<file path="src/rtl/hsv_to_rgb_converter_macros.svh">
// Assertion helpers for the color converter.
`ifndef HSV_TO_RGB_CONVERTER_MACROS_SVH
`define HSV_TO_RGB_CONVERTER_MACROS_SVH

// Checked only while out of reset.
`define HSVC_ASSERT(label, clk, rst, prop, msg) \
   label: assert property (@(posedge clk) disable iff (rst) prop) else $error(msg);

// Checked at every edge, reset included.
`define HSVC_ASSERT_ALWAYS(label, clk, prop, msg) \
   label: assert property (@(posedge clk) prop) else $error(msg);

`endif

</file>
<file path="src/rtl/hsvc_pkg.sv">
`timescale 1ns / 1ps

package hsvc_pkg;

   localparam int unsigned HUE_W      = 9;
   localparam int unsigned OUT_W      = 8;
   localparam int unsigned REM_W      = 6;
   localparam int unsigned HUE_TURN   = 360;
   localparam int unsigned SECTOR_DEG = 60;

   typedef logic [HUE_W-1:0] hue_type;
   typedef logic [OUT_W-1:0] chan_type;
   typedef logic [REM_W-1:0] rem_type;

   typedef enum logic [2:0] {
      SEC_RED     = 3'd0,
      SEC_YELLOW  = 3'd1,
      SEC_GREEN   = 3'd2,
      SEC_CYAN    = 3'd3,
      SEC_BLUE    = 3'd4,
      SEC_MAGENTA = 3'd5
   } sector_type;

   // First hue of sector k.
   function automatic hue_type sector_start(input int unsigned k);
      return hue_type'(SECTOR_DEG * k);
   endfunction

endpackage

</file>
<file path="src/rtl/hsvc_channels.sv">
`timescale 1ns / 1ps

interface hsvc_req_if #(parameter int unsigned FRAC_BITS = 8);
   logic                valid;
   logic                ready;
   hsvc_pkg::hue_type   hue;
   logic [FRAC_BITS:0]  saturation;
   logic [FRAC_BITS:0]  brightness;

   modport source (output valid, output hue, output saturation, output brightness,
                   input ready);
   modport sink   (input valid, input hue, input saturation, input brightness,
                   output ready);
endinterface

interface hsvc_rsp_if;
   logic                valid;
   logic                ready;
   hsvc_pkg::chan_type  red_out;
   logic [7:0]          green_out;
   logic [7:0]          blue_out;

   modport source (output valid, output red_out, output green_out, output blue_out,
                   input ready);
   modport sink   (input valid, input red_out, input green_out, input blue_out,
                   output ready);
endinterface

</file>
<file path="src/rtl/hsvc_sector.sv">
`timescale 1ns / 1ps

module hsvc_sector #(
   parameter int unsigned FRAC_BITS = 8
) (
   input  logic                 clock,
   input  logic                 reset,
   input  logic                 in_valid,
   output logic                 in_ready,
   input  hsvc_pkg::hue_type    hue,
   input  logic [FRAC_BITS:0]   saturation,
   input  logic [FRAC_BITS:0]   brightness,
   output logic                 out_valid,
   input  logic                 out_ready,
   output hsvc_pkg::sector_type sector,
   output hsvc_pkg::rem_type    rem,
   output logic [FRAC_BITS:0]   sat,
   output logic [FRAC_BITS:0]   val
);

   localparam logic [FRAC_BITS:0] ONE = (FRAC_BITS+1)'(1) << FRAC_BITS;

   logic                 valid_ff, valid_in, load;
   hsvc_pkg::hue_type    hue_wrap, base, rem_full;
   hsvc_pkg::sector_type sector_ff, sector_in;
   hsvc_pkg::rem_type    rem_ff, rem_in;
   logic [FRAC_BITS:0]   sat_ff, sat_in, val_ff, val_in;

   always_comb begin
      hue_wrap = (hue >= hsvc_pkg::hue_type'(hsvc_pkg::HUE_TURN))
               ? hue - hsvc_pkg::hue_type'(hsvc_pkg::HUE_TURN) : hue;
      priority if (hue_wrap >= hsvc_pkg::sector_start(5)) begin
         sector_in = hsvc_pkg::SEC_MAGENTA;
         base      = hsvc_pkg::sector_start(5);
      end else if (hue_wrap >= hsvc_pkg::sector_start(4)) begin
         sector_in = hsvc_pkg::SEC_BLUE;
         base      = hsvc_pkg::sector_start(4);
      end else if (hue_wrap >= hsvc_pkg::sector_start(3)) begin
         sector_in = hsvc_pkg::SEC_CYAN;
         base      = hsvc_pkg::sector_start(3);
      end else if (hue_wrap >= hsvc_pkg::sector_start(2)) begin
         sector_in = hsvc_pkg::SEC_GREEN;
         base      = hsvc_pkg::sector_start(2);
      end else if (hue_wrap >= hsvc_pkg::sector_start(1)) begin
         sector_in = hsvc_pkg::SEC_YELLOW;
         base      = hsvc_pkg::sector_start(1);
      end else begin
         sector_in = hsvc_pkg::SEC_RED;
         base      = hsvc_pkg::sector_start(0);
      end
      rem_full = hue_wrap - base;
      rem_in   = rem_full[hsvc_pkg::REM_W-1:0];
      // anything with the top bit set is at or above one
      sat_in   = saturation[FRAC_BITS] ? ONE : saturation;
      val_in   = brightness[FRAC_BITS] ? ONE : brightness;
      in_ready = !valid_ff || out_ready;
      load     = in_valid && in_ready;
      valid_in = in_ready ? in_valid : valid_ff;
   end

   always_ff @(posedge clock) begin
      if (reset) begin
         valid_ff <= 1'b0;
      end else begin
         valid_ff <= valid_in;
      end
   end

   always_ff @(posedge clock) begin
      if (load) begin
         sector_ff <= sector_in;
         rem_ff    <= rem_in;
         sat_ff    <= sat_in;
         val_ff    <= val_in;
      end
   end

   assign out_valid = valid_ff;
   assign sector    = sector_ff;
   assign rem       = rem_ff;
   assign sat       = sat_ff;
   assign val       = val_ff;

endmodule

</file>
<file path="src/rtl/hsvc_terms.sv">
`timescale 1ns / 1ps

module hsvc_terms #(
   parameter int unsigned FRAC_BITS = 8
) (
   input  logic                  clock,
   input  logic                  reset,
   input  logic                  in_valid,
   output logic                  in_ready,
   input  hsvc_pkg::sector_type  sector,
   input  hsvc_pkg::rem_type     rem,
   input  logic [FRAC_BITS:0]    sat,
   input  logic [FRAC_BITS:0]    val,
   output logic                  out_valid,
   input  logic                  out_ready,
   output hsvc_pkg::sector_type  sector_o,
   output hsvc_pkg::chan_type    cv,
   output logic [FRAC_BITS+5:0]  wq,
   output logic [FRAC_BITS+5:0]  wt,
   output logic [FRAC_BITS:0]    oms,
   output logic [FRAC_BITS+4:0]  v17,
   output logic [FRAC_BITS+7:0]  v255
);

   localparam int unsigned IN_W   = FRAC_BITS + 1;
   localparam int unsigned SR_W   = IN_W + hsvc_pkg::REM_W;
   localparam int unsigned W_W    = FRAC_BITS + 6;
   localparam int unsigned V17_W  = FRAC_BITS + 5;
   localparam int unsigned V255_W = FRAC_BITS + 8;
   localparam logic [IN_W-1:0]   ONE     = IN_W'(1) << FRAC_BITS;
   localparam logic [W_W-1:0]    FULL_W  = W_W'(hsvc_pkg::SECTOR_DEG) << FRAC_BITS;
   localparam logic [V255_W-1:0] CV_HALF = V255_W'(1) << (FRAC_BITS - 1);

   logic                 valid_ff, valid_in, load;
   hsvc_pkg::rem_type    rem_t;
   logic [SR_W-1:0]      sr_q, sr_t;
   logic [V255_W-1:0]    cv_sum;
   hsvc_pkg::sector_type sector_ff;
   hsvc_pkg::chan_type   cv_ff, cv_in;
   logic [W_W-1:0]       wq_ff, wq_in, wt_ff, wt_in;
   logic [IN_W-1:0]      oms_ff, oms_in;
   logic [V17_W-1:0]     v17_ff, v17_in;
   logic [V255_W-1:0]    v255_ff, v255_in;

   // Weights over a common 60*ONE scale: wq = 60*ONE - s*rem, wt = 60*ONE - s*(60-rem).
   // Since 255/60 = 17/4, the later products only need a power-of-two rounding shift.
   always_comb begin
      rem_t    = hsvc_pkg::rem_type'(hsvc_pkg::SECTOR_DEG) - rem;
      sr_q     = SR_W'(sat) * SR_W'(rem);
      sr_t     = SR_W'(sat) * SR_W'(rem_t);
      wq_in    = FULL_W - sr_q[W_W-1:0];
      wt_in    = FULL_W - sr_t[W_W-1:0];
      oms_in   = ONE - sat;
      v17_in   = (V17_W'(val) << 4) + V17_W'(val);
      v255_in  = (V255_W'(val) << 8) - V255_W'(val);
      cv_sum   = v255_in + CV_HALF;
      cv_in    = cv_sum[FRAC_BITS +: hsvc_pkg::OUT_W];
      in_ready = !valid_ff || out_ready;
      load     = in_valid && in_ready;
      valid_in = in_ready ? in_valid : valid_ff;
   end

   always_ff @(posedge clock) begin
      if (reset) begin
         valid_ff <= 1'b0;
      end else begin
         valid_ff <= valid_in;
      end
   end

   always_ff @(posedge clock) begin
      if (load) begin
         sector_ff <= sector;
         cv_ff     <= cv_in;
         wq_ff     <= wq_in;
         wt_ff     <= wt_in;
         oms_ff    <= oms_in;
         v17_ff    <= v17_in;
         v255_ff   <= v255_in;
      end
   end

   assign out_valid = valid_ff;
   assign sector_o  = sector_ff;
   assign cv        = cv_ff;
   assign wq        = wq_ff;
   assign wt        = wt_ff;
   assign oms       = oms_ff;
   assign v17       = v17_ff;
   assign v255      = v255_ff;

endmodule

</file>
<file path="src/rtl/hsvc_mult.sv">
`timescale 1ns / 1ps

module hsvc_mult #(
   parameter int unsigned FRAC_BITS = 8
) (
   input  logic                   clock,
   input  logic                   reset,
   input  logic                   in_valid,
   output logic                   in_ready,
   input  hsvc_pkg::sector_type   sector,
   input  hsvc_pkg::chan_type     cv,
   input  logic [FRAC_BITS+5:0]   wq,
   input  logic [FRAC_BITS+5:0]   wt,
   input  logic [FRAC_BITS:0]     oms,
   input  logic [FRAC_BITS+4:0]   v17,
   input  logic [FRAC_BITS+7:0]   v255,
   output logic                   out_valid,
   input  logic                   out_ready,
   output hsvc_pkg::sector_type   sector_o,
   output hsvc_pkg::chan_type     cv_o,
   output logic [2*FRAC_BITS+10:0] pq,
   output logic [2*FRAC_BITS+10:0] pt,
   output logic [2*FRAC_BITS+8:0]  pp
);

   localparam int unsigned PQ_W = 2 * FRAC_BITS + 11;
   localparam int unsigned PP_W = 2 * FRAC_BITS + 9;

   logic                 valid_ff, valid_in, load;
   hsvc_pkg::sector_type sector_ff;
   hsvc_pkg::chan_type   cv_ff;
   logic [PQ_W-1:0]      pq_ff, pq_in, pt_ff, pt_in;
   logic [PP_W-1:0]      pp_ff, pp_in;

   always_comb begin
      pq_in    = PQ_W'(v17) * PQ_W'(wq);
      pt_in    = PQ_W'(v17) * PQ_W'(wt);
      pp_in    = PP_W'(v255) * PP_W'(oms);
      in_ready = !valid_ff || out_ready;
      load     = in_valid && in_ready;
      valid_in = in_ready ? in_valid : valid_ff;
   end

   always_ff @(posedge clock) begin
      if (reset) begin
         valid_ff <= 1'b0;
      end else begin
         valid_ff <= valid_in;
      end
   end

   always_ff @(posedge clock) begin
      if (load) begin
         sector_ff <= sector;
         cv_ff     <= cv;
         pq_ff     <= pq_in;
         pt_ff     <= pt_in;
         pp_ff     <= pp_in;
      end
   end

   assign out_valid = valid_ff;
   assign sector_o  = sector_ff;
   assign cv_o      = cv_ff;
   assign pq        = pq_ff;
   assign pt        = pt_ff;
   assign pp        = pp_ff;

endmodule

</file>
<file path="src/rtl/hsvc_route.sv">
`timescale 1ns / 1ps

module hsvc_route #(
   parameter int unsigned FRAC_BITS = 8
) (
   input  logic                    clock,
   input  logic                    reset,
   input  logic                    in_valid,
   output logic                    in_ready,
   input  hsvc_pkg::sector_type    sector,
   input  hsvc_pkg::chan_type      cv,
   input  logic [2*FRAC_BITS+10:0] pq,
   input  logic [2*FRAC_BITS+10:0] pt,
   input  logic [2*FRAC_BITS+8:0]  pp,
   output logic                    out_valid,
   input  logic                    out_ready,
   output hsvc_pkg::chan_type      red,
   output hsvc_pkg::chan_type      green,
   output hsvc_pkg::chan_type      blue
);

   localparam int unsigned PQ_W = 2 * FRAC_BITS + 11;
   localparam int unsigned PP_W = 2 * FRAC_BITS + 9;
   localparam logic [PQ_W-1:0] Q_HALF = PQ_W'(1) << (2 * FRAC_BITS + 1);
   localparam logic [PP_W-1:0] P_HALF = PP_W'(1) << (2 * FRAC_BITS - 1);

   logic               valid_ff, valid_in, load;
   logic [PQ_W-1:0]    cq_sum, ct_sum;
   logic [PP_W-1:0]    cp_sum;
   hsvc_pkg::chan_type cq, ct, cp;
   hsvc_pkg::chan_type red_ff, red_in, green_ff, green_in, blue_ff, blue_in;

   // round half up: add half of the divisor, then drop the fraction bits
   always_comb begin
      cq_sum = pq + Q_HALF;
      ct_sum = pt + Q_HALF;
      cp_sum = pp + P_HALF;
      cq     = cq_sum[2*FRAC_BITS+2 +: hsvc_pkg::OUT_W];
      ct     = ct_sum[2*FRAC_BITS+2 +: hsvc_pkg::OUT_W];
      cp     = cp_sum[2*FRAC_BITS +: hsvc_pkg::OUT_W];
      unique case (sector)
         hsvc_pkg::SEC_RED: begin
            red_in = cv; green_in = ct; blue_in = cp;
         end
         hsvc_pkg::SEC_YELLOW: begin
            red_in = cq; green_in = cv; blue_in = cp;
         end
         hsvc_pkg::SEC_GREEN: begin
            red_in = cp; green_in = cv; blue_in = ct;
         end
         hsvc_pkg::SEC_CYAN: begin
            red_in = cp; green_in = cq; blue_in = cv;
         end
         hsvc_pkg::SEC_BLUE: begin
            red_in = ct; green_in = cp; blue_in = cv;
         end
         hsvc_pkg::SEC_MAGENTA: begin
            red_in = cv; green_in = cp; blue_in = cq;
         end
         default: begin
            red_in = cv; green_in = cp; blue_in = cq;
         end
      endcase
      in_ready = !valid_ff || out_ready;
      load     = in_valid && in_ready;
      valid_in = in_ready ? in_valid : valid_ff;
   end

   always_ff @(posedge clock) begin
      if (reset) begin
         valid_ff <= 1'b0;
      end else begin
         valid_ff <= valid_in;
      end
   end

   always_ff @(posedge clock) begin
      if (load) begin
         red_ff   <= red_in;
         green_ff <= green_in;
         blue_ff  <= blue_in;
      end
   end

   assign out_valid = valid_ff;
   assign red       = red_ff;
   assign green     = green_ff;
   assign blue      = blue_ff;

endmodule

</file>
<file path="src/rtl/hsv_to_rgb_converter.sv">
// HSV to RGB converter, four register stages: wrap/clamp/sector, weights, products,
// round/route into the output register.
// Throughput: one transaction per cycle while rsp_if.ready holds; each stage has a valid bit and refills on stall.
// Reset (synchronous, active high) clears the stage valid bits; the pipe is then empty.
`timescale 1ns / 1ps
`include "hsv_to_rgb_converter_macros.svh"

module hsv_to_rgb_converter #(
   parameter int unsigned FRAC_BITS = 8
) (
   input  logic        clock,
   input  logic        reset,
   hsvc_req_if.sink    req_if,
   hsvc_rsp_if.source  rsp_if
);

   logic                    s1_valid, s1_ready, s2_valid, s2_ready, s3_valid, s3_ready;
   hsvc_pkg::sector_type    s1_sector, s2_sector, s3_sector;
   hsvc_pkg::rem_type       s1_rem;
   logic [FRAC_BITS:0]      s1_sat, s1_val, s2_oms;
   hsvc_pkg::chan_type      s2_cv, s3_cv;
   logic [FRAC_BITS+5:0]    s2_wq, s2_wt;
   logic [FRAC_BITS+4:0]    s2_v17;
   logic [FRAC_BITS+7:0]    s2_v255;
   logic [2*FRAC_BITS+10:0] s3_pq, s3_pt;
   logic [2*FRAC_BITS+8:0]  s3_pp;

   hsvc_sector #(.FRAC_BITS(FRAC_BITS)) u_sector (
      .clock      (clock),
      .reset      (reset),
      .in_valid   (req_if.valid),
      .in_ready   (req_if.ready),
      .hue        (req_if.hue),
      .saturation (req_if.saturation),
      .brightness (req_if.brightness),
      .out_valid  (s1_valid),
      .out_ready  (s1_ready),
      .sector     (s1_sector),
      .rem        (s1_rem),
      .sat        (s1_sat),
      .val        (s1_val)
   );

   hsvc_terms #(.FRAC_BITS(FRAC_BITS)) u_terms (
      .clock     (clock),
      .reset     (reset),
      .in_valid  (s1_valid),
      .in_ready  (s1_ready),
      .sector    (s1_sector),
      .rem       (s1_rem),
      .sat       (s1_sat),
      .val       (s1_val),
      .out_valid (s2_valid),
      .out_ready (s2_ready),
      .sector_o  (s2_sector),
      .cv        (s2_cv),
      .wq        (s2_wq),
      .wt        (s2_wt),
      .oms       (s2_oms),
      .v17       (s2_v17),
      .v255      (s2_v255)
   );

   hsvc_mult #(.FRAC_BITS(FRAC_BITS)) u_mult (
      .clock     (clock),
      .reset     (reset),
      .in_valid  (s2_valid),
      .in_ready  (s2_ready),
      .sector    (s2_sector),
      .cv        (s2_cv),
      .wq        (s2_wq),
      .wt        (s2_wt),
      .oms       (s2_oms),
      .v17       (s2_v17),
      .v255      (s2_v255),
      .out_valid (s3_valid),
      .out_ready (s3_ready),
      .sector_o  (s3_sector),
      .cv_o      (s3_cv),
      .pq        (s3_pq),
      .pt        (s3_pt),
      .pp        (s3_pp)
   );

   hsvc_route #(.FRAC_BITS(FRAC_BITS)) u_route (
      .clock     (clock),
      .reset     (reset),
      .in_valid  (s3_valid),
      .in_ready  (s3_ready),
      .sector    (s3_sector),
      .cv        (s3_cv),
      .pq        (s3_pq),
      .pt        (s3_pt),
      .pp        (s3_pp),
      .out_valid (rsp_if.valid),
      .out_ready (rsp_if.ready),
      .red       (rsp_if.red_out),
      .green     (rsp_if.green_out),
      .blue      (rsp_if.blue_out)
   );

   // an empty output register must let the whole pipe move
   `HSVC_ASSERT(a_empty_out_accepts, clock, reset, !rsp_if.valid |-> req_if.ready, "req not ready with empty output stage")
   `HSVC_ASSERT_ALWAYS(a_reset_clears_out, clock, reset |=> !rsp_if.valid, "output valid after reset")
   `HSVC_ASSERT(a_out_from_stage3, clock, reset, $rose(rsp_if.valid) |-> $past(s3_valid), "output valid without a product stage transaction")

endmodule

</file>
<file path="src/flat_wrapper.sv">
// flat-port wrapper written by rule: the top's interface ports become plain ports
module hsv_to_rgb_converter_flat 
#(
   parameter int unsigned FRAC_BITS = 8
)
  (clock, reset, req_if_valid, req_if_hue, req_if_saturation, req_if_brightness, req_if_ready, rsp_if_valid, rsp_if_red_out, rsp_if_green_out, rsp_if_blue_out, rsp_if_ready);
  hsvc_req_if #(.FRAC_BITS(FRAC_BITS)) req_if_i ();
  hsvc_rsp_if rsp_if_i ();
  input  logic clock;
  input  logic reset;
  input wire logic [$bits(req_if_i.valid)-1:0] req_if_valid;
  input wire logic [$bits(req_if_i.hue)-1:0] req_if_hue;
  input wire logic [$bits(req_if_i.saturation)-1:0] req_if_saturation;
  input wire logic [$bits(req_if_i.brightness)-1:0] req_if_brightness;
  output wire logic [$bits(req_if_i.ready)-1:0] req_if_ready;
  output wire logic [$bits(rsp_if_i.valid)-1:0] rsp_if_valid;
  output wire logic [$bits(rsp_if_i.red_out)-1:0] rsp_if_red_out;
  output wire logic [$bits(rsp_if_i.green_out)-1:0] rsp_if_green_out;
  output wire logic [$bits(rsp_if_i.blue_out)-1:0] rsp_if_blue_out;
  input wire logic [$bits(rsp_if_i.ready)-1:0] rsp_if_ready;
  assign req_if_i.valid = req_if_valid;
  assign req_if_i.hue = req_if_hue;
  assign req_if_i.saturation = req_if_saturation;
  assign req_if_i.brightness = req_if_brightness;
  assign req_if_ready = req_if_i.ready;
  assign rsp_if_valid = rsp_if_i.valid;
  assign rsp_if_red_out = rsp_if_i.red_out;
  assign rsp_if_green_out = rsp_if_i.green_out;
  assign rsp_if_blue_out = rsp_if_i.blue_out;
  assign rsp_if_i.ready = rsp_if_ready;
  hsv_to_rgb_converter #(.FRAC_BITS(FRAC_BITS)) u_core (.clock(clock), .reset(reset), .req_if(req_if_i), .rsp_if(rsp_if_i));
endmodule
</file>
<file path="config.mk">
export PLATFORM = sky130hd
export DESIGN_NAME = hsv_to_rgb_converter_flat
export DESIGN_NICKNAME = d
export VERILOG_FILES = /design/src/rtl/hsvc_pkg.sv /design/src/rtl/hsvc_channels.sv /design/src/rtl/hsvc_sector.sv /design/src/rtl/hsvc_terms.sv /design/src/rtl/hsvc_mult.sv /design/src/rtl/hsvc_route.sv /design/src/rtl/hsv_to_rgb_converter.sv /design/src/flat_wrapper.sv
export VERILOG_INCLUDE_DIRS = /design/src /design/src/rtl
export SDC_FILE = /design/constraint.sdc
export NUM_CORES = 1
export LEC_CHECK = 0
export BUFFER_PORTS_ARGS = -buffer_cell sky130_fd_sc_hd__buf_4
export CORE_UTILIZATION = 26
export CTS_BUF_LIST = sky130_fd_sc_hd__clkbuf_4 sky130_fd_sc_hd__clkbuf_8 sky130_fd_sc_hd__clkbuf_16
export CTS_CLUSTER_DIAMETER = 200
export CTS_CLUSTER_SIZE = 28
export DETAILED_ROUTE_END_ITERATION = 6
export PLACE_DENSITY_LB_ADDON = 0.2
export SETUP_SLACK_MARGIN = 0.05
export SLEW_MARGIN = 20
export SYNTH_ARGS = -nofsm -noshare
export SYNTH_HDL_FRONTEND = slang
export SYNTH_SLANG_ARGS = --single-unit
</file>
<file path="constraint.sdc">
create_clock -name clock -period 7.45 [get_ports clock]
set_clock_uncertainty 0.05 [all_clocks]
set_input_delay 0 -clock clock [delete_from_list [all_inputs] [get_ports clock]]
set_output_delay 0 -clock clock [all_outputs]
set_load 0.01 [all_outputs]
</file>
==> results of run 1 <==
routing by layer:
| metal | GRT usage [%] | share of wire (%) |
|---|---|---|
| met5 | 0 | 0 |
| met1 | 18.91 | 52 |
| met4 | 2.477 | 1.0 |
| met2 | 21.20 | 45 |
| met3 | 1.553 | 2.1 |
path summary, 6_finish.rpt:
check / start / to
max: u_core.u_terms.v17[1] / u_core.u_mult.pq[23]
min: req_if_hue[8] / u_core.u_sector.sector[1]
max reg2reg: u_core.u_terms.v17[1] / u_core.u_mult.pq[23]
min reg2reg: u_core.u_terms.cv[3] / u_core.u_mult.cv_o[3]
tightest hold or removal path, cell delays in order:
cell	delay, ns
buf_4	0.14
nand2_1	0.12
nor2_1	0.11
nor2_1	0.13
final cells by class:
class | instances | area [um2]
Antenna cell | 1 | 2.502
Timing Repair Buffer | 99 | 805.8
Clock buffer | 17 | 425.4
Sequential cell | 168 | 5005
Fill cell | 10630 | 71170
Tap cell | 1298 | 1624
Multi-Input combinational cell | 1924 | 18670
Clock inverter | 15 | 177.7
Inverter | 602 | 2260
flip-flops by register name (all words and copies together), names as in the netlist, 3 cells and up:
name,flops
u_core.u_mult.cv_o,8
u_core.u_mult.pp,9
u_core.u_mult.pq,9
u_core.u_mult.pt,9
u_core.u_mult.sector_o,3
u_core.u_route.blue,8
u_core.u_route.green,8
u_core.u_route.red,8
u_core.u_sector.rem,6
u_core.u_sector.sat,9
u_core.u_sector.sector,3
u_core.u_sector.val,9
u_core.u_terms.cv,8
u_core.u_terms.oms,9
u_core.u_terms.sector_o,3
u_core.u_terms.v17,13
u_core.u_terms.v255,15
u_core.u_terms.wq,14
u_core.u_terms.wt,13
logic make-up (layout without fill, tap and decap cells):
logic type / count (synthesis) / count (layout)
AOI/OAI and AO/OA: 245 / 245
xor gates and xnor gates: 124 / 124
adders and majority gates: 670 / 670
buffers and inverters: 714 / 733
DFF: 168 / 168
muxes: 13 / 13
other: 0 / 1
and+or+nand+nor: 872 / 872
synth_stat cells, types with 3 or more instances:
cell       instances
inv_1            600
fa_1             415
nand2_1          360
and2_1           306
ha_1             255
edfxtp_1         164
clkbuf_1         108
a21oi_1           89
xnor2_1           86
nor2_1            73
o21ai_0           47
xor2_1            37
nand3_1           29
nor2b_1           29
a21o_1            22
a211oi_1          17
nand4_1           14
a31oi_1           12
nor3_1            12
and3_1             9
mux2i_1            9
nor4_1             9
nand2b_1           8
o21a_1             8
o21bai_1           7
o31ai_1            5
a2111oi_0          4
dfxtp_1            4
nor4b_1            4
o211ai_1           4
o22ai_1            4
o31a_1             4
or4_1              4
a311oi_1           3
and4_1             3
buf_2              3
mux2_2             3
or2_2              3
or3_1              3
per-stage QoR:
stage / setup slack (ns) / utilization (%) / cell area [um2]
after floorplan: 1.841 / - / 26320
after global placement: 1.209 / 28.07 / 28110
after detailed placement: 1.203 / 28.07 / 28120
after CTS: 1.175 / 28.93 / 28970
after global routing: 0.8156 / 28.93 / 28970
final: 1.241 / 28.93 / 28970
repair_timing:
item | 4_1_cts | 5_1_grt
buffers inserted | 0 | 0
endpoints found under the hold margin | 26 | 0
hold buffers | 25 | 0
==> flow_summary.toml, run 1 <==
[yosys]
post_synthesis_cells = 2806
syn_nets = 3507
synth_compound_area_share_pct = 5.818
synth_area_leaders = "fa_1 (32%), edfxtp_1 (19%), ha_1 (12%), inv_1 (8.6%), and2_1 (7.3%)"
synth-edff-count = 164
muxShareOfSynthArea_pct = 0.5561
synthesis.area_um2 = 26320
synth_largest_area_cell = "fa_1"
synth.distinct_cells = 66
parity_gate_share_of_the_synthesized_area_counting_xor_and_xnor_cells_pct = 4.154
synthFlopType = "edfxtp_1"
yosysWarnings = 0
largest_family_of_logic_cells_by_synthesized_area = "adder cells"
ys_async_rst_share_pct = 0
post_synth_and_or_nand_nor_area_fraction_pct = 16.58
netlist.area_leader.share_pct = 31.56
synth_seq_area_share_pct = 19.01
post_synth_fa_ha_maj_area_fraction_pct = 43.68
synthesis.area_per_instance_um2 = 9.381
ff_latch_count_synth = 168

[sta]
final-hold-violation-count = 0
fin_crit_ns = 6.209
max_slew_violations = 0
transition_time_of_the_tightest_slew_check_pin_ns = 1.065
period_share_pct = 83.34
fmax_ghz = 0.1611
setup_tns_ns = 0
worst_slew_margin_rel_pct = 28.82
grt_setup_unrepaired = "no"
finalSetupViolCount = 0
hold_slack_ns = 0.09001

[place]
io_buffer_count = 56
post_dp_hpwl_um = 51150
finalWeightedCongestion = 0.8108
placed_cells_incl_taps = 4066

[global_routing]
grt_start_max_net_pins = 71
grt_pass1_vias = 18960
grt_first_pass_wirelength_um = 105900
globalRouteOverflowTotal = 0
initial_antenna_violation_count = 3
track_usage_pct = 13.14

[finish]
finalNetCount = 3513
finish.cell_count_without_fillers = 4124
layout_commonest_cell = "inv_1"
most-common-layout-cells = "inv_1 (600), fa_1 (415), nand2_1 (360), and2_1 (306), ha_1 (255)"
layout_cell_share_with_drive_strength_beyond_1_pct = 4.425
layout-area-overhead-vs-synth_pct = 10.06

[worst_setup_path]
critPathMaxFanout = 16
critical_path.cell_chain = "buf_4, and2_1, fa_1, inv_1, fa_1, inv_1, fa_1, fa_1, inv_1, fa_1, inv_1, ha_1, a2111oi_0, o21ai_0, o22ai_1, a21oi_1, o31a_1, a2111oi_0, nor3_1"
timing.critical_path.max_delay_family = "adder cells"
critPathRequiredTime_ns = 7.63
crit_path_frequent_cell = "fa_1"
critical_path_arrival_ns = 6.39
setup.worst_path.end_class = "flop"
path_depth = 19
critical-path-max-stage-delay_ns = 0.62
timing.critical_path.from_type = "flop"
reg2reg_slack_ns = 1.24
cp_num_buf_inv = 5
critical_path_class = "reg -> reg"
crit_path_top_delay_cell = "edfxtp_1"
number_of_cells_on_the_worst_reg_to_reg_path = 19

[drt]
dr_vias = 17680
drt-pass1-iter-count = 5
drtAntennaViolNets = 0
via_per_inst = 4.286
detail_route.wl_per_cell_um = 15.51
violation_count_after_the_first_detailed_route_iteration = 792
detail_route.wirelength_um = 63960
drc_violations = 0

[floorplanning]
core.rowCount = 116
width_of_the_die_um = 320.2
io_pins = 57
dieHeight_um = 320.2
design.core.area_um2 = 100100
die-area_um2 = 102500
effective_utilization_at_floorplan_pct = 26.28

[clock_tree]
ctsRootBufferMaster = "clkbuf_16"
tritoncts = "built"
numCtsBuffers = 17
cts_resized = 0
ctsLongestPathBuffers = 2
insertion_delay_ns = 0.50
cts.htree.levels = 4
worst_setup_hold_path_clk_slew_ns = 0.08
clock_sinks = 168

[min_path]
min_path_cells = 4
worstHoldPathType = "in -> reg"

[run_status]
run_status = "complete, no violations"

[run]
maxCapViolCount = 0
Power of run 1 is left out: the tool's default activity adds up to more than one toggle a clock period on the data nets, which glitch-free logic cannot reach.
==> run 2, diff against run 1 <==
--- a/config.mk
+++ b/config.mk
@@ -6,6 +6,7 @@
 export SDC_FILE = /design/constraint.sdc
 export NUM_CORES = 1
 export LEC_CHECK = 0
+export ABC_AREA = 1
 export BUFFER_PORTS_ARGS = -buffer_cell sky130_fd_sc_hd__buf_4
 export CORE_UTILIZATION = 26
 export CTS_BUF_LIST = sky130_fd_sc_hd__clkbuf_4 sky130_fd_sc_hd__clkbuf_8 sky130_fd_sc_hd__clkbuf_16
==> constraint.sdc (replaced) <==
create_clock -name clock -period 6.4 [get_ports clock]
set_clock_uncertainty 0.05 [all_clocks]
set_input_delay 0 -clock clock [delete_from_list [all_inputs] [get_ports clock]]
set_output_delay 0 -clock clock [all_outputs]
set_load 0.01 [all_outputs]
==> run 2 against run 1 <==
  * The flow now finishes with violations (DRC)
  * Clock-buffer cell count unchanged
  * Utilization hardly changed
  * Die area rose by 5.7%
  * Register-to-register slack worse by 0.33 ns
  * Sequential share of layout area fell by 0.94 points
  * Critical path type unchanged
  * Critical endpoint is now u_core.u_mult.pq[19]
==> flow_summary.toml, run 2 <==
[yosys]
synth_seq_area_share_pct = 17.98
synth_area_leaders = "fa_1 (30%), edfxtp_1 (18%), inv_1 (14%), nand2_1 (12%), ha_1 (11%)"
synth_largest_area_cell = "fa_1"
library_cell_with_the_highest_instance_count_after_synthesis = "inv_1"
ff_latch_count_synth = 168
post_synthesis_cells = 3498
synthesis.area_per_instance_um2 = 7.955
synthFlopType = "edfxtp_1"
synth-edff-count = 164
synthesis.area_um2 = 27830
synth.top_cells.by_count = "inv_1 (1017), nand2_1 (886), fa_1 (415), ha_1 (255), edfxtp_1 (164)"
synth.distinct_cells = 46
syn_nets = 4199
yosysWarnings = 0
netlist.area_leader.share_pct = 29.85
ys_async_rst_share_pct = 0

[sta]
grt_setup_unrepaired = "no"
fin_crit_ns = 5.491
fmax_ghz = 0.1821
max_slew_violations = 0
transition_time_of_the_tightest_slew_check_pin_ns = 0.9188
final-hold-violation-count = 0
period_share_pct = 85.80
finalSetupViolCount = 0
worst_slew_margin_rel_pct = 38.31
setup_tns_ns = 0

[place]
finalWeightedCongestion = 0.8278
post_dp_hpwl_um = 61780
io_buffer_count = 56

[worst_setup_path]
critical-path-max-stage-delay_ns = 0.75
r2r_end = "u_core.u_mult.pq[19]"
critical_path.reg2reg.startpoint = "u_core.u_terms.v17[1]"
critical_path_arrival_ns = 5.67
crit_path_top_delay_cell = "edfxtp_1"
reg2reg_slack_ns = 0.91
crit_path_start = "u_core.u_terms.v17[1]"
setup.worst_path.end_class = "flop"
critPathMaxFanout = 20
critical_path.cell_chain = "nand2_1, inv_1, fa_1, inv_1, fa_1, inv_1, fa_1, inv_1, fa_1, inv_1, fa_1, ha_1, nand2_1, inv_1, nand3_1, o21ai_0, a21oi_1, o21ai_0, xor2_1"
critPathRequiredTime_ns = 6.58
number_of_cells_on_the_worst_reg_to_reg_path = 19
crit_path_frequent_cell = "inv_1"
critical_path_class = "reg -> reg"
timing.critical_path.from_type = "flop"

[finish]
layout_cell_share_with_drive_strength_beyond_1_pct = 4.629
largest_register_ffs = 15
most-common-layout-cells = "inv_1 (1016), nand2_1 (886), fa_1 (415), ha_1 (255), edfxtp_1 (164)"
layout-area-overhead-vs-synth_pct = 10.09
layout_commonest_cell = "inv_1"
antennaDiodeCount = 0
finalNetCount = 4210

[min_path]
hp-start = "req_if_hue[3]"
worstHoldPathType = "in -> reg"
min_to = "u_core.u_sector.rem[3]"
min_path_cells = 5

[clock_tree]
tritoncts = "built"
numCtsBuffers = 17
cts.htree.levels = 4
insertion_delay_ns = 0.50
ctsLongestPathBuffers = 2
post-cts-setup-buffer-count = 0
clock_sinks = 168
worst_setup_hold_path_clk_slew_ns = 0.08
ctsRootBufferMaster = "clkbuf_16"

[floorplanning]
effective_utilization_at_floorplan_pct = 26.32
dieHeight_um = 329.2
io_pins = 57
die-area_um2 = 108300
core.rowCount = 119
design.core.area_um2 = 105700
width_of_the_die_um = 329.2

[global_routing]
initial_antenna_violation_count = 2
track_usage_pct = 14.30
grt_first_pass_wirelength_um = 120800
grt_start_max_net_pins = 76
grt_pass1_vias = 21690
globalRouteOverflowTotal = 0

[run]
maxCapViolCount = 0

[drt]
violation_count_after_the_first_detailed_route_iteration = 1035
drt-pass1-iter-count = 7
detail_route.wirelength_um = 74100
drc_violations = 3
dr_wl_met2_um = 34190
wl_met1_um = 37360
met3_wirelength_um = 2106
dr_vias = 20730
drtAntennaViolNets = 0
detail_route.wl_per_cell_um = 15.09
highest-signal-layer = "met4"
via_per_inst = 4.221

[run_status]
violations = "DRC"
run_status = "complete, but fails checks"
## run 2: cell count changes after synthesis, moves of 11 or more
cell / delta
nand2_1: +526
o2111ai_1: +11
nand2_2: +14
nand4_1: +20
nor2b_1: -29
inv_1: +417
xnor2_1: -62
a21o_1: -12
and2_1: -305
nand3_1: +27
nor2_1: +85
xor2_1: +43
a211oi_1: -12
## run 2: metal layers
| layer | vias up | track usage [%] |
|---|---|---|
| li1 | 10270 | - |
| met1 | 10200 | 20.37 |
| met2 | 238 | 23.62 |
| met3 | 29 | 1.668 |
| met4 | 0 | 2.093 |
| met5 | - | 0 |
## run 2: layout make-up
class                   count  area [um2]
well taps                1391        1740
fillers                 11480       75080
flip-flops and latches    168        5005
inverters                1026        3851
multi-input cells        2184       18520
clock inverters            14       162.7
repair buffers            112       928.4
clock buffers              17       425.4
## run 2: worst max-delay path by stage
stage | to | slack, ns | cells after the start
after floorplan | u_core.u_mult.pt[21] | 1.41 | 20
after global placement | u_core.u_mult.pt[22] | 0.82 | 17
after detailed placement | u_core.u_mult.pt[23] | 0.90 | 18
after CTS | u_core.u_mult.pt[22] | 0.89 | 17
after global routing | u_core.u_mult.pt[23] | 0.60 | 16
final | u_core.u_mult.pq[19] | 0.91 | 19
## run 2: cells by family (layout without fill, tap and decap cells)
group                    Yosys count  after routing  synth area share (%)
AO/OA/AOI/OAI                    210            210                 4.352
XOR/XNOR                         106            106                 3.431
adder cells (fa/ha/maj)          670            670                 41.32
buffers and inverters           1146           1169                 15.48
flip-flops                       168            168                 17.98
AND/OR/NAND/NOR                 1198           1198                 17.44
## run 2: repair_timing
action                     CTS  global route
hold buffers                27             0
setup endpoints to repair    0             0
hold endpoints to repair    26             0
gates resized for setup      0             0
## run 2: stage by stage
step | cell area (um2) | utilization, % | worst slack (ns) | hold slack (ns) | cells
3_5_place_dp | 29750 | 28.14 | 0.8957 | 0.1464 | 4853
2_1_floorplan | 27830 | - | 1.407 | 0.01907 | 3498
6_report | 30630 | 28.98 | 0.9089 | 0.1168 | 4912
3_3_place_gp | 29750 | 28.14 | 0.8153 | 0.1484 | 4853
4_1_cts | 30610 | 28.95 | 0.8884 | 0.07948 | 4911
5_1_grt | 30630 | 28.98 | 0.5956 | 0.1295 | 4912
## run 2: critical path: cells and delay by family (launching register included)
family,cells,cell delay [ns]
xor+xnor,1,0.12
simple gates,3,0.33
compound gates,3,0.79
buf+inv,6,0.35
flops,1,0.75
fa+ha+maj,6,2.82
Power of run 2 is left out for the same reason.
==> run 3, diff against run 2 <==
==> constraint.sdc (replaced) <==
create_clock -name clock -period 6.4 [get_ports clock]
set_clock_uncertainty 0.05 [all_clocks]
set_input_delay 1.28 -clock clock [delete_from_list [all_inputs] [get_ports clock]]
set_output_delay 1.28 -clock clock [all_outputs]
set_load 0.01 [all_outputs]
==> run 3 against run 2 <==
  * The run still ends with DRC left
  * Via count down 0.62%
  * Clock-buffer cell count increased by 2
  * Non-clock buffer count fell by 28
  * Global-route usage hardly changed
  * Final cell count is 0.55% lower
  * Critical path depth is 1 lower
==> flow_summary.toml, run 3 (same netlist as run 2, synthesis figures left out) <==
[run_status]
run_status = "complete, but fails checks"
violations = "DRC"

[worst_setup_path]
timing.critical_path.from_type = "flop"
reg2reg_slack_ns = 0.78
path_depth = 18
r2r_end = "u_core.u_mult.pt[23]"
critical_path.reg2reg.startpoint = "u_core.u_terms.v17[7]"
critical_path_arrival_ns = 5.81
timing.critical_path.max_delay_family = "adder cells"
critical_path_class = "reg -> reg"
crit_path_top_delay_cell = "edfxtp_1"
critical-path-max-stage-delay_ns = 0.92
number_of_cells_on_the_worst_reg_to_reg_path = 18
crit_path_frequent_cell = "fa_1"
critical_path.endpoint = "u_core.u_mult.pt[23]"
setup.worst_path.end_class = "flop"
critPathMaxFanout = 13
cp_num_buf_inv = 5
critPathRequiredTime_ns = 6.60
crit_path_start = "u_core.u_terms.v17[7]"
critical_path.cell_chain = "buf_4, nand2_1, fa_1, inv_1, fa_1, fa_1, fa_1, inv_1, fa_1, inv_1, ha_1, nand2_1, nor2_1, inv_1, nor3_1, nand2_1, o211ai_1, xor2_1"

[clock_tree]
clock_sinks = 168
post-cts-setup-buffer-count = 0
ctsRootBufferMaster = "clkbuf_16"
ctsLongestPathBuffers = 2
cts_resized = 0
worst_setup_hold_path_clk_slew_ns = 0.08
numCtsBuffers = 17
insertion_delay_ns = 0.50
tritoncts = "built"
cts_hold_buf = 0
cts.htree.levels = 4

[drt]
drt-pass1-iter-count = 7
drtAntennaViolNets = 0
via_per_inst = 4.218
drc_violations = 3
violation_count_after_the_first_detailed_route_iteration = 1232
dr_vias = 20600
detail_route.wirelength_um = 74190
detail_route.wl_per_cell_um = 15.19

[place]
io_buffer_count = 56
detailed_place.area_um2 = 29750
post_dp_hpwl_um = 61900
finalWeightedCongestion = 0.8288
worst_setup_slack_after_placement_ns = 0.7990

[global_routing]
grt_pass1_vias = 21700
track_usage_pct = 14.33
grt_start_max_net_pins = 39
globalRouteOverflowTotal = 0
initial_antenna_violation_count = 3
grt_first_pass_wirelength_um = 120700

[finish]
stdcell_area_um2 = 30340
layout_commonest_cell = "inv_1"
multi_input_comb_area_um2 = 18520
register_area_um2 = 5005
most-common-layout-cells = "inv_1 (1016), nand2_1 (886), fa_1 (415), ha_1 (255), edfxtp_1 (164)"
layout_cell_share_with_drive_strength_beyond_1_pct = 4.608
antennaDiodeCount = 0
layout-area-overhead-vs-synth_pct = 9.010
fillerInstances = 11570
largest_register_ffs = 15
finalNetCount = 4182

[sta]
fmax_ghz = 0.1781
hold_slack_ns = 0.3848
fin_crit_ns = 5.616
transition_time_of_the_tightest_slew_check_pin_ns = 0.9758
setup_tns_ns = 0
period_share_pct = 87.76
setup_slack_ns = 0.7836
worst_slew_margin_rel_pct = 34.95
grt_setup_unrepaired = "no"
final-hold-violation-count = 0
finalSetupViolCount = 0
max_slew_violations = 0

[floorplanning]
die-area_um2 = 108300
dieHeight_um = 329.2
effective_utilization_at_floorplan_pct = 26.32
core.rowCount = 119
design.core.area_um2 = 105700
io_pins = 57
width_of_the_die_um = 329.2

[min_path]
worstHoldPathType = "reg -> reg"
min_path_cells = 0

[run]
maxCapViolCount = 0
[run 3: how the worst min path moves through the flow]
stage	startpoint	end	slack, ns
3_5_place_dp	u_core.u_terms.cv[1]	u_core.u_mult.cv_o[1]	0.38
6_report	u_core.u_terms.cv[1]	u_core.u_mult.cv_o[1]	0.38
5_1_grt	u_core.u_terms.sector_o[0]	u_core.u_mult.sector_o[0]	0.40
4_1_cts	u_core.u_terms.sector_o[0]	u_core.u_mult.sector_o[0]	0.39
2_1_floorplan	u_core.u_terms.cv[0]	u_core.u_mult.cv_o[0]	0.35
3_3_place_gp	u_core.u_terms.cv[5]	u_core.u_mult.cv_o[5]	0.36
[run 3: cell type report]
cell class | count | area share [%]
Multi-Input combinational cell | 2184 | 61.06
Sequential cell | 168 | 16.50
Inverter | 1026 | 12.70
Tap cell | 1391 | 5.737
Timing Repair Buffer | 84 | 2.079
Clock buffer | 19 | 1.452
Clock inverter | 13 | 0.4826
[run 3: stage by stage]
stage / util, % / std cells
after floorplan: - / 3498
after global placement: 28.14 / 4853
after detailed placement: 28.14 / 4853
after CTS: 28.70 / 4885
after global routing: 28.70 / 4885
final: 28.70 / 4885
[run 3: layer usage]
layer / wire, um / global-route usage [%] / part of all wire (%)
met5: 0 / 0 / 0
met4: 727 / 2.385 / 0.98
met3: 2207 / 1.843 / 3.0
met2: 33910 / 23.58 / 46
met1: 37340 / 20.27 / 50
Power of run 3 is left out for the same reason.
